[config.mk]
export PLATFORM = sky130hd
export DESIGN_NAME = lmsp_wupd
export DESIGN_NICKNAME = d
export VERILOG_FILES = /design/src/sv/lmsp_pkg.sv /design/src/sv/lmsp_wupd.sv
export SDC_FILE = /design/constraint.sdc
export NUM_CORES = 1
export LEC_CHECK = 0
export BUFFER_PORTS_ARGS = -buffer_cell sky130_fd_sc_hd__buf_2
export CAP_MARGIN = 10
export CORE_MARGIN = 2
export CORE_UTILIZATION = 42
export DETAILED_ROUTE_END_ITERATION = 7
export MAX_ROUTING_LAYER = met4
export PLACE_DENSITY = 0.68
export SYNTH_ARGS = -nofsm -noshare
export SYNTH_HDL_FRONTEND = slang
export SYNTH_SLANG_ARGS = --single-unit
[constraint.sdc]
create_clock -name vclk -period 11.35
set_input_delay 2.27 -clock vclk [all_inputs]
set_output_delay 2.27 -clock vclk [all_outputs]
set_load 0.02 [all_outputs]
[src/sv/lmsp_pkg.sv]
// Shared widths, register codes and width helpers for the LMS adaptive predictor.
// No dependencies; imported by the interfaces, the weight update unit and the core.
package lmsp_pkg;

  localparam int LMSP_TAPS  = 20;
  localparam int SAMPLE_W   = 16;
  localparam int WEIGHT_W   = 24;
  localparam int STEP_W     = 16;
  localparam int PROD_W     = SAMPLE_W + WEIGHT_W;
  localparam int ACC_SHIFT  = 22;
  localparam int UPD_SHIFT  = 24;

  localparam int CFG_IDX_W  = 1;
  localparam int CFG_DATA_W = 24;

  localparam logic [CFG_IDX_W-1:0] CFG_STEP_SIZE   = 1'b0;
  localparam logic [CFG_IDX_W-1:0] CFG_INIT_WEIGHT = 1'b1;

  localparam logic [STEP_W-1:0]          STEP_RESET        = 16'd655;
  localparam logic signed [WEIGHT_W-1:0] INIT_WEIGHT_RESET = 24'sd209715;

  localparam logic signed [WEIGHT_W-1:0] WEIGHT_MAX = {1'b0, {(WEIGHT_W-1){1'b1}}};
  localparam logic signed [WEIGHT_W-1:0] WEIGHT_MIN = {1'b1, {(WEIGHT_W-1){1'b0}}};
  localparam logic signed [SAMPLE_W-1:0] SAMPLE_MAX = {1'b0, {(SAMPLE_W-1){1'b1}}};
  localparam logic signed [SAMPLE_W-1:0] SAMPLE_MIN = {1'b1, {(SAMPLE_W-1){1'b0}}};

  // Dot-product accumulator: one product plus headroom for the tap count
  function automatic int lmsp_acc_w(input int taps);
    return PROD_W + 1 + $clog2(taps);
  endfunction

  // Prediction error, prediction minus sample
  function automatic int lmsp_err_w(input int taps);
    return lmsp_acc_w(taps) - ACC_SHIFT + 1;
  endfunction

  // Step size times error
  function automatic int lmsp_me_w(input int taps);
    return lmsp_err_w(taps) + STEP_W + 1;
  endfunction

  // Full weight correction before rounding
  function automatic int lmsp_d_w(input int taps);
    return lmsp_me_w(taps) + SAMPLE_W;
  endfunction

endpackage

[src/sv/lmsp_wupd.sv]
// Weight update datapath: round the correction, subtract it, clamp to Q2.22.
// Depends on lmsp_pkg for widths and weight limits.
module lmsp_wupd
  import lmsp_pkg::*;
#(
  parameter int TAPS = LMSP_TAPS
) (
  input  logic signed [lmsp_d_w(TAPS)-1:0] corr,
  input  logic signed [WEIGHT_W-1:0]       w_old,
  output logic signed [WEIGHT_W-1:0]       w_new
);

  localparam int D_W    = lmsp_d_w(TAPS);
  localparam int RS_W   = D_W - UPD_SHIFT;
  localparam int DIFF_W = RS_W + 1;
  localparam logic signed [D_W-1:0] HALF = D_W'(1) << (UPD_SHIFT - 1);

  logic signed [D_W-1:0]    corr_sum;
  logic signed [RS_W-1:0]   corr_rs;
  logic signed [DIFF_W-1:0] diff;
  logic [DIFF_W-WEIGHT_W:0] top_bits;
  logic                     ovf;

  // round half up, then floor
  assign corr_sum = corr + HALF;
  assign corr_rs  = corr_sum[D_W-1:UPD_SHIFT];
  assign diff     = DIFF_W'(w_old) - DIFF_W'(corr_rs);

  // out of range when the bits above the weight's sign disagree
  assign top_bits = diff[DIFF_W-1:WEIGHT_W-1];
  assign ovf      = (|top_bits) && !(&top_bits);

  always_comb begin
    if (ovf) begin
      w_new = diff[DIFF_W-1] ? WEIGHT_MIN : WEIGHT_MAX;
    end else begin
      w_new = diff[WEIGHT_W-1:0];
    end
  end

endmodule

==> results of run 1 <==
[worst paths after layout]
path,to,cells after the start
setup / recovery,w_new[7],24
hold / removal,w_new[0],5
[through the flow]
step	cell area [um^2]	total power (W)
floorplan	3280	0.000178
global placement	3700	0.000226
detailed placement	3700	0.000228
CTS	3700	0.000230
global route	3700	0.000252
finish	3700	0.000230
[area by class of cell]
class,count,area [um^2],area share
inverter,11,41.3,0.0112
multi-input combinational,402,3100,0.838
tap,102,128,0.0345
timing repair buffer,85,430,0.116
[worst min-delay path, stage by stage]
cell and delay, ns:
buf_2 0.09, inv_1 0.05, ha_1 0.13, o21bai_2 0.06, buf_2 0.15
[cell usage in the layout, fill, tap and decap left out, drive strengths merged, types with 3 or more instances in the layout]
cell    synthesis  layout
xnor2          28      28
inv            11      11
o211ai          6       6
a21oi          37      37
ha             35      35
nand2b          8       8
nand4          14      14
nor2           36      36
a221o           3       3
and3            8       8
o21bai         27      27
nand2          38      38
a31oi           5       5
and4            4       4
and2            7       7
nor3           12      12
a211oi          8       8
xor2           33      33
nand3          17      17
buf            13      85
a31o            3       3
a21o            9       9
o21a            4       4
o21ai          32      32
[logic make-up (layout without fill, tap and decap cells)]
family | count (synthesis) | in the layout | share of synthesized area
AND/OR/NAND/NOR | 154 | 154 | 0.248
XOR/XNOR | 61 | 61 | 0.165
AO/OA/AOI/OAI | 149 | 149 | 0.386
adder cells (fa/ha/maj) | 36 | 36 | 0.140
buffers and inverters | 25 | 96 | 0.0546
multiplexers | 2 | 2 | 0.00611
[power breakdown]
| group | internal (W) | switching [W] |
|---|---|---|
| Combinational | 0.0000971 | 0.000133 |
| Clock | 0 | 0 |
| Sequential | 0 | 0 |
[per-layer routing]
layer,routed length [um],share of wire,GRT usage
met1,4300,0.51,0.292
met2,3880,0.46,0.325
met3,236,0.028,0.00407
met4,15,0.0018,0.00746
met5,0,0,-
==> flow_summary.toml, run 1 <==
[outcome]
run_status = "completed"

[floorplan]
ios = 106
core_um2 = 7650
fp.dieW_um = 92.3
die_area_um2 = 8520
dieHeight_um = 92.3
floorplan.initialDensity = 0.429
std_cell_rows = 32

[cts]
postCtsSetupRepairBufs = 0
post_cts_resize_count = 0
number_of_hold_repair_buffers_added_at_the_cts_stage = 0

[worst_setup_path]
cp_cell_instances = "buf_2, and3_1, and2_1, and3_1, nand3_1, nor2_1, nand4_1, nor2_1, and3_1, nand2_1, xor2_1, ha_1, nand2_1, o21ai_1, a221o_1, mux2i_1, o41ai_1, a311oi_1, nand2b_1, nor4b_4, nor2_4, buf_4, o21bai_4, buf_2"
timing.critical_path.from = "corr[25]"
crit_path_max_fanout = 13
critical-path-slowest-cell = "nor2_4"
worstPathArrival_ns = 7.79
timing_worst_setup_path_type = "in -> out"
timing.critical_path.from_type = "input pin"
worst_path_most_repeated_cell = "and3_1"
crit_path_end_kind = "output port"
cp_top_family = "simple AND/OR/NAND/NOR gates"
worst_path_largest_cell_delay_ns = 0.45
timing.critical_path.required_ns = 9.08
critical_path_buf_inv_count = 3

[yosys]
synth_top_area_share = 0.134
synth_cell_type_count = 72
mappedNetlistNets = 545
synth-seq-area-share = 0
synthesis.area_um2 = 3280
post_synth_most_frequent_cells = "nand2_1 (38), ha_1 (35), nor2_1 (35)"
postSynthCellCount = 427
synth_area_leaders = "ha_1 (13%), o21bai_4 (11%), xor2_1 (8.8%)"
synthMostInstantiatedCell = "nand2_1"
synth_warnings = 0
synth_largest_area_cell = "ha_1"
syn_avg_cell_area_um2 = 7.67

[route]
drt-pass1-iter-count = 4
drcViolationCount = 0
num_vias = 3363
routed_wl_um = 8430
antenna_violating_nets_post_route = 0
drt_first_iter_violations = 173
route.detailed.wl_per_inst_um = 14.0
avgViaCountPerCell = 5.61

[power_and_ir_drop]
power_per_cell_area_nw_per_um2 = 62.2
vdd.ir_drop.worst_mv = 0.0286
static-leakage-power_nw = 1.52

[place]
place.detailed.instances = 600
sum_of_net_half_perimeters_after_detailed_placement_um = 7240
number_of_buffers_inserted_by_port_buffering = 83
pre_cts_setup_slack_ns = 1.32
globalplace.congestion = 0.932

[worst_hold_path]
holdCritStartpoint = "w_old[0]"
timing.hold.worst.class = "in -> out"

[global_route]
first_global_vias = 3120
antenna_found_initial = 0
grt_pass1_wl_um = 14300
gr-total-overflow = 0
largest_net_degree_at_the_start_of_global_routing = 17
grt_use_total = 0.199

[sta]
final_critical_path_setup_slack_ns = 1.29
tns_ns = 0
worst_pin_slew_ns = 0.531
worst_slew_margin_rel = 0.643
fin_crit_ns = 10.06
finalHoldViolCount = 0
max_clock_freq_ghz = 0.0994
drv_slew = 0
setup-violations-final = 0
final_min_period_over_clock_period = 0.886
final.hold.worst_slack_ns = 5.03
rsz0062_at_grt = "false"

[layout]
num-fill-cells = 802
antenna_cells = 0
area_growth_syn_to_layout_pct = 13.0
final-seq-area_um2 = 0
num-clock-buffers = 0
nNetsFinal = 618
layout_sequential_cell_count = 0
layout.cells.non_filler = 600
fin_util = 0.484
fraction_of_layout_cells_with_a_size_suffix_above_1 = 0.261

[run]
number_of_maximum_capacitance_violations = 0
Power figures use the tool's default switching activity.
==> run 2, diff against run 1 <==
clock period = 12.9 ns   (was 11.35 ns; I/O delays follow)
==> run 2 against run 1 <==
Compared with the run above:
- hold slack improved by 0.62 ns
- cell count did not move
- worst setup slack improved by 0.94 ns
- final area did not move
- via count rose by 0.65%
- count of clock-buffer cells in the layout did not move
- largest cell class unchanged
- largest power group unchanged
==> flow_summary.toml, run 2 (synthesis gave the netlist of run 1 again) <==
[floorplan]
floorplan.initialDensity = 0.429
std_cell_rows = 32
dieHeight_um = 92.3
fp.dieW_um = 92.3
ios = 106
core_um2 = 7650
die_area_um2 = 8520

[worst_setup_path]
cp_top_family = "simple AND/OR/NAND/NOR gates"
crit_path_end_kind = "output port"
worstPathArrival_ns = 8.08
worst_path_most_repeated_cell = "and3_1"
critical_path_buf_inv_count = 3
cp_cell_instances = "buf_2, and3_1, and2_1, and3_1, nand3_1, nor2_1, nand4_1, nor2_1, and3_1, nand2_1, xor2_1, ha_1, nand2_1, o21ai_1, a221o_1, mux2i_1, o41ai_1, a311oi_1, nand2b_1, nor4b_4, nor2_4, buf_4, mux2i_1, buf_2"
timing.critical_path.from = "corr[25]"
timing.critical_path.required_ns = 10.32
crit_path_max_fanout = 19
critical_path_cell_count = 24
worst_path_largest_cell_delay_ns = 0.50
critical-path-slowest-cell = "buf_4"
timing_worst_setup_path_type = "in -> out"
timing.critical_path.from_type = "input pin"
cp-endpoint = "w_new[2]"

[outcome]
run_status = "completed"

[global_route]
gr-total-overflow = 0
first_global_vias = 3043
grt_pass1_wl_um = 13800
grt_use_total = 0.195
gr-usage-met2 = 0.328
grtUsageMet3 = 0.00488
globalRouteMet1Util = 0.276
antenna_found_initial = 0
largest_net_degree_at_the_start_of_global_routing = 20
grt-busiest-layer = "met2"

[layout]
nNetsFinal = 618
area_growth_syn_to_layout_pct = 13.0
num-clock-buffers = 0
layout_sequential_cell_count = 0
fraction_of_layout_cells_with_a_size_suffix_above_1 = 0.261
final-seq-area_um2 = 0
layout.cells.most_common = "buf_2"
antenna_cells = 0
num-fill-cells = 809
most_frequent_cells_in_the_layout = "buf_2 (83), nand2_1 (38), nor2_1 (35), ha_1 (35)"

[sta]
final.hold.worst_slack_ns = 5.65
tns_ns = 0
finalHoldViolCount = 0
fin_crit_ns = 10.66
worst_slew_margin_rel = 0.648
setup-violations-final = 0
rsz0062_at_grt = "false"
final_min_period_over_clock_period = 0.827
drv_slew = 0
max_clock_freq_ghz = 0.0938
worst_pin_slew_ns = 0.525

[power_and_ir_drop]
vdd.ir_drop.worst_mv = 0.0223
static-leakage-power_nw = 1.52
power_per_cell_area_nw_per_um2 = 54.6

[place]
number_of_buffers_inserted_by_port_buffering = 83
globalplace.congestion = 0.936
sum_of_net_half_perimeters_after_detailed_placement_um = 7410

[route]
avgViaCountPerCell = 5.64
drcViolationCount = 0
antenna_violating_nets_post_route = 0
routed_wl_um = 8470
num_vias = 3385
drt-pass1-iter-count = 5
route.detailed.wl_per_inst_um = 14.1
drt_first_iter_violations = 182

[cts]
post_cts_resize_count = 0
postCtsSetupRepairBufs = 0
number_of_hold_repair_buffers_added_at_the_cts_stage = 0

[worst_hold_path]
holdCritStartpoint = "w_old[0]"
timing.hold.worst.class = "in -> out"

[run]
number_of_maximum_capacitance_violations = 0
-- run 2: metrics by stage --
stage               setup WS, ns  utilization  cells  cell area [um^2]  power (W)
floorplan                   3.59            -    427              3280   0.000156
global placement            2.33        0.484    600              3700   0.000199
detailed placement          2.21        0.484    600              3700   0.000201
CTS                         2.19        0.484    600              3700   0.000202
global route                1.82        0.484    600              3700   0.000221
finish                      2.24        0.484    600              3700   0.000202
-- run 2: area by class of cell --
type / count / area [um^2] / share of cell area
Multi-Input combinational cell: 402 / 3100 / 0.838
Inverter: 11 / 41.3 / 0.0112
Tap cell: 102 / 128 / 0.0345
Timing Repair Buffer: 85 / 430 / 0.116
-- run 2: layer usage --
metal  part of all wire  vias to the layer above
met5                  0                        -
met4             0.0047                        0
met3              0.036                        4
met2               0.47                       66
met1               0.49                     1574
li1                   -                     1741
-- run 2: worst min-delay path by stage --
stage               end  slack [ns]  depth (start not counted)
2_1_floorplan  w_new[0]        5.44                          3
3_3_place_gp   w_new[0]        5.65                          5
3_5_place_dp   w_new[0]        5.65                          5
4_1_cts        w_new[0]        5.65                          5
5_1_grt        w_new[0]        5.66                          5
6_report       w_new[0]        5.65                          5
-- run 2: worst min-delay path: cells and delay by family --
family	cells	cell delay, ns
compound gates	1	0.07
fa+ha+maj	1	0.13
buf+inv	3	0.28
-- run 2: report_power, final --
group,total [W],internal (W),switching [W]
Clock,0,0,0
Sequential,0,0,0
Combinational,0.000202,0.0000854,0.000117
==> run 3, diff against run 2 <==
PLACE_DENSITY = 0.71   (was 0.68)
clock period = 8.8 ns   (was 12.9 ns; I/O delays follow)
==> run 3 against run 2 <==
Compared with the run above:
- die area is the same
- critical path type unchanged
- highest routed layer unchanged
- non-clock buffer count grew 16
- routed wire length grew 2.6%
- largest cell class unchanged
- final area grew 4.5%
- count of clock-buffer cells in the layout is the same
==> flow_summary.toml, run 3 (synthesis gave the netlist of run 1 again) <==
[power_and_ir_drop]
p_int_w = 0.000131
netSwitchingFraction = 0.575
power_per_cell_area_nw_per_um2 = 79.4
static-leakage-power_nw = 1.61
p_comb_frac = 1.000
power_switching_w = 0.000176
relative_contribution_of_the_clock_network_to_total_power = 0
report.power.total_w = 0.000307
seq_power_share = 0
vdd.ir_drop.worst_mv = 0.0332

[worst_setup_path]
critical_path_buf_inv_count = 6
worst_path_most_repeated_cell = "and3_1"
timing_worst_setup_path_type = "in -> out"
cp_top_family = "simple AND/OR/NAND/NOR gates"
worst_path_largest_cell_delay_ns = 0.37
worstPathArrival_ns = 6.72
timing.critical_path.from_type = "input pin"
crit_path_end_kind = "output port"
crit_path_max_fanout = 22
timing.critical_path.required_ns = 7.04
critical-path-slowest-cell = "a221o_1"

[floorplan]
std_cell_rows = 32
die_area_um2 = 8520
core_um2 = 7650
floorplan.initialDensity = 0.429
fp.dieW_um = 92.3
ios = 106
dieHeight_um = 92.3

[place]
sum_of_net_half_perimeters_after_detailed_placement_um = 7450
globalplace.congestion = 0.878
number_of_buffers_inserted_by_port_buffering = 83

[global_route]
antenna_found_initial = 0
first_global_vias = 3162
grt_use_total = 0.201
largest_net_degree_at_the_start_of_global_routing = 23
gr-total-overflow = 0
grt_pass1_wl_um = 14300

[sta]
worst_slew_margin_rel = 0.654
final_min_period_over_clock_period = 0.963
max_clock_freq_ghz = 0.118
drv_slew = 0
fin_crit_ns = 8.48
worst_pin_slew_ns = 0.517
rsz0062_at_grt = "false"
setup-violations-final = 0
final.hold.worst_slack_ns = 4.01
finalHoldViolCount = 0

[outcome]
run_status = "completed"

[route]
route.detailed.wl_per_inst_um = 14.1
avgViaCountPerCell = 5.60
drt-pass1-iter-count = 4
routed_wl_um = 8700
antenna_violating_nets_post_route = 0
num_vias = 3455
drt_first_iter_violations = 209
drcViolationCount = 0

[layout]
area_growth_syn_to_layout_pct = 18.1
final-seq-area_um2 = 0
num-clock-buffers = 0
layout_sequential_cell_count = 0
layout.cells.most_common = "buf_2"
antenna_cells = 0
nNetsFinal = 635
fraction_of_layout_cells_with_a_size_suffix_above_1 = 0.293
most_frequent_cells_in_the_layout = "buf_2 (83), nand2_1 (38), ha_1 (35)"

[run]
number_of_maximum_capacitance_violations = 0

[cts]
number_of_hold_repair_buffers_added_at_the_cts_stage = 0

[worst_hold_path]
timing.hold.worst.class = "in -> out"
==> run 3: cell count changes in the layout (fill, tap and decap cells not counted), sizes merged <==
cell,before,now
nor3,12,13
buf,85,101
==> run 3: power groups by stage <==
stage | clock (W) | sequential, W | combinational [W]
floorplan | 0 | 0 | 0.000229
global placement | 0 | 0 | 0.000298
detailed placement | 0 | 0 | 0.000302
CTS | 0 | 0 | 0.000304
global route | 0 | 0 | 0.000334
finish | 0 | 0 | 0.000307
==> run 3: layout make-up <==
cell class / count / area, um^2
Fill cell: 769 / 3780
Inverter: 11 / 41.3
Multi-Input combinational cell: 403 / 3140
Tap cell: 102 / 128
Timing Repair Buffer: 101 / 563
==> run 3: worst paths after layout <==
check,startpoint,endpoint,slack [ns],cells after the start
max,corr[25],w_new[2],0.32,26
min,w_old[0],w_new[0],4.01,5
==> run 3: per-layer routing <==
| metal | GRT usage | wire length (um) | vias to the layer above |
|---|---|---|---|
| met5 | - | 0 | - |
| met4 | 0.0149 | 29 | 0 |
| met3 | 0.00488 | 381 | 4 |
| met2 | 0.319 | 3910 | 96 |
| met1 | 0.299 | 4370 | 1580 |
| li1 | - | - | 1775 |
==> run 3: timing repair <==
action | in CTS | in global routing
setup buffers | 0 | 2
gates cloned | 0 | 1
setup endpoints to repair | 22 | 23
pin swaps | 0 | 2
gates resized for setup | 1 | 5
==> run 3: metrics by stage <==
stage                TNS, ns  cells  setup slack (ns)  utilization  area, um^2
global route               0    617            0.0378        0.506        3870
detailed placement     -4.00    614            -0.208        0.500        3820
finish                     0    617             0.325        0.506        3870
floorplan                  0    427              1.13            -        3280
global placement    -0.00559    614          -0.00294        0.500        3820
CTS                        0    614             0.116        0.500        3830
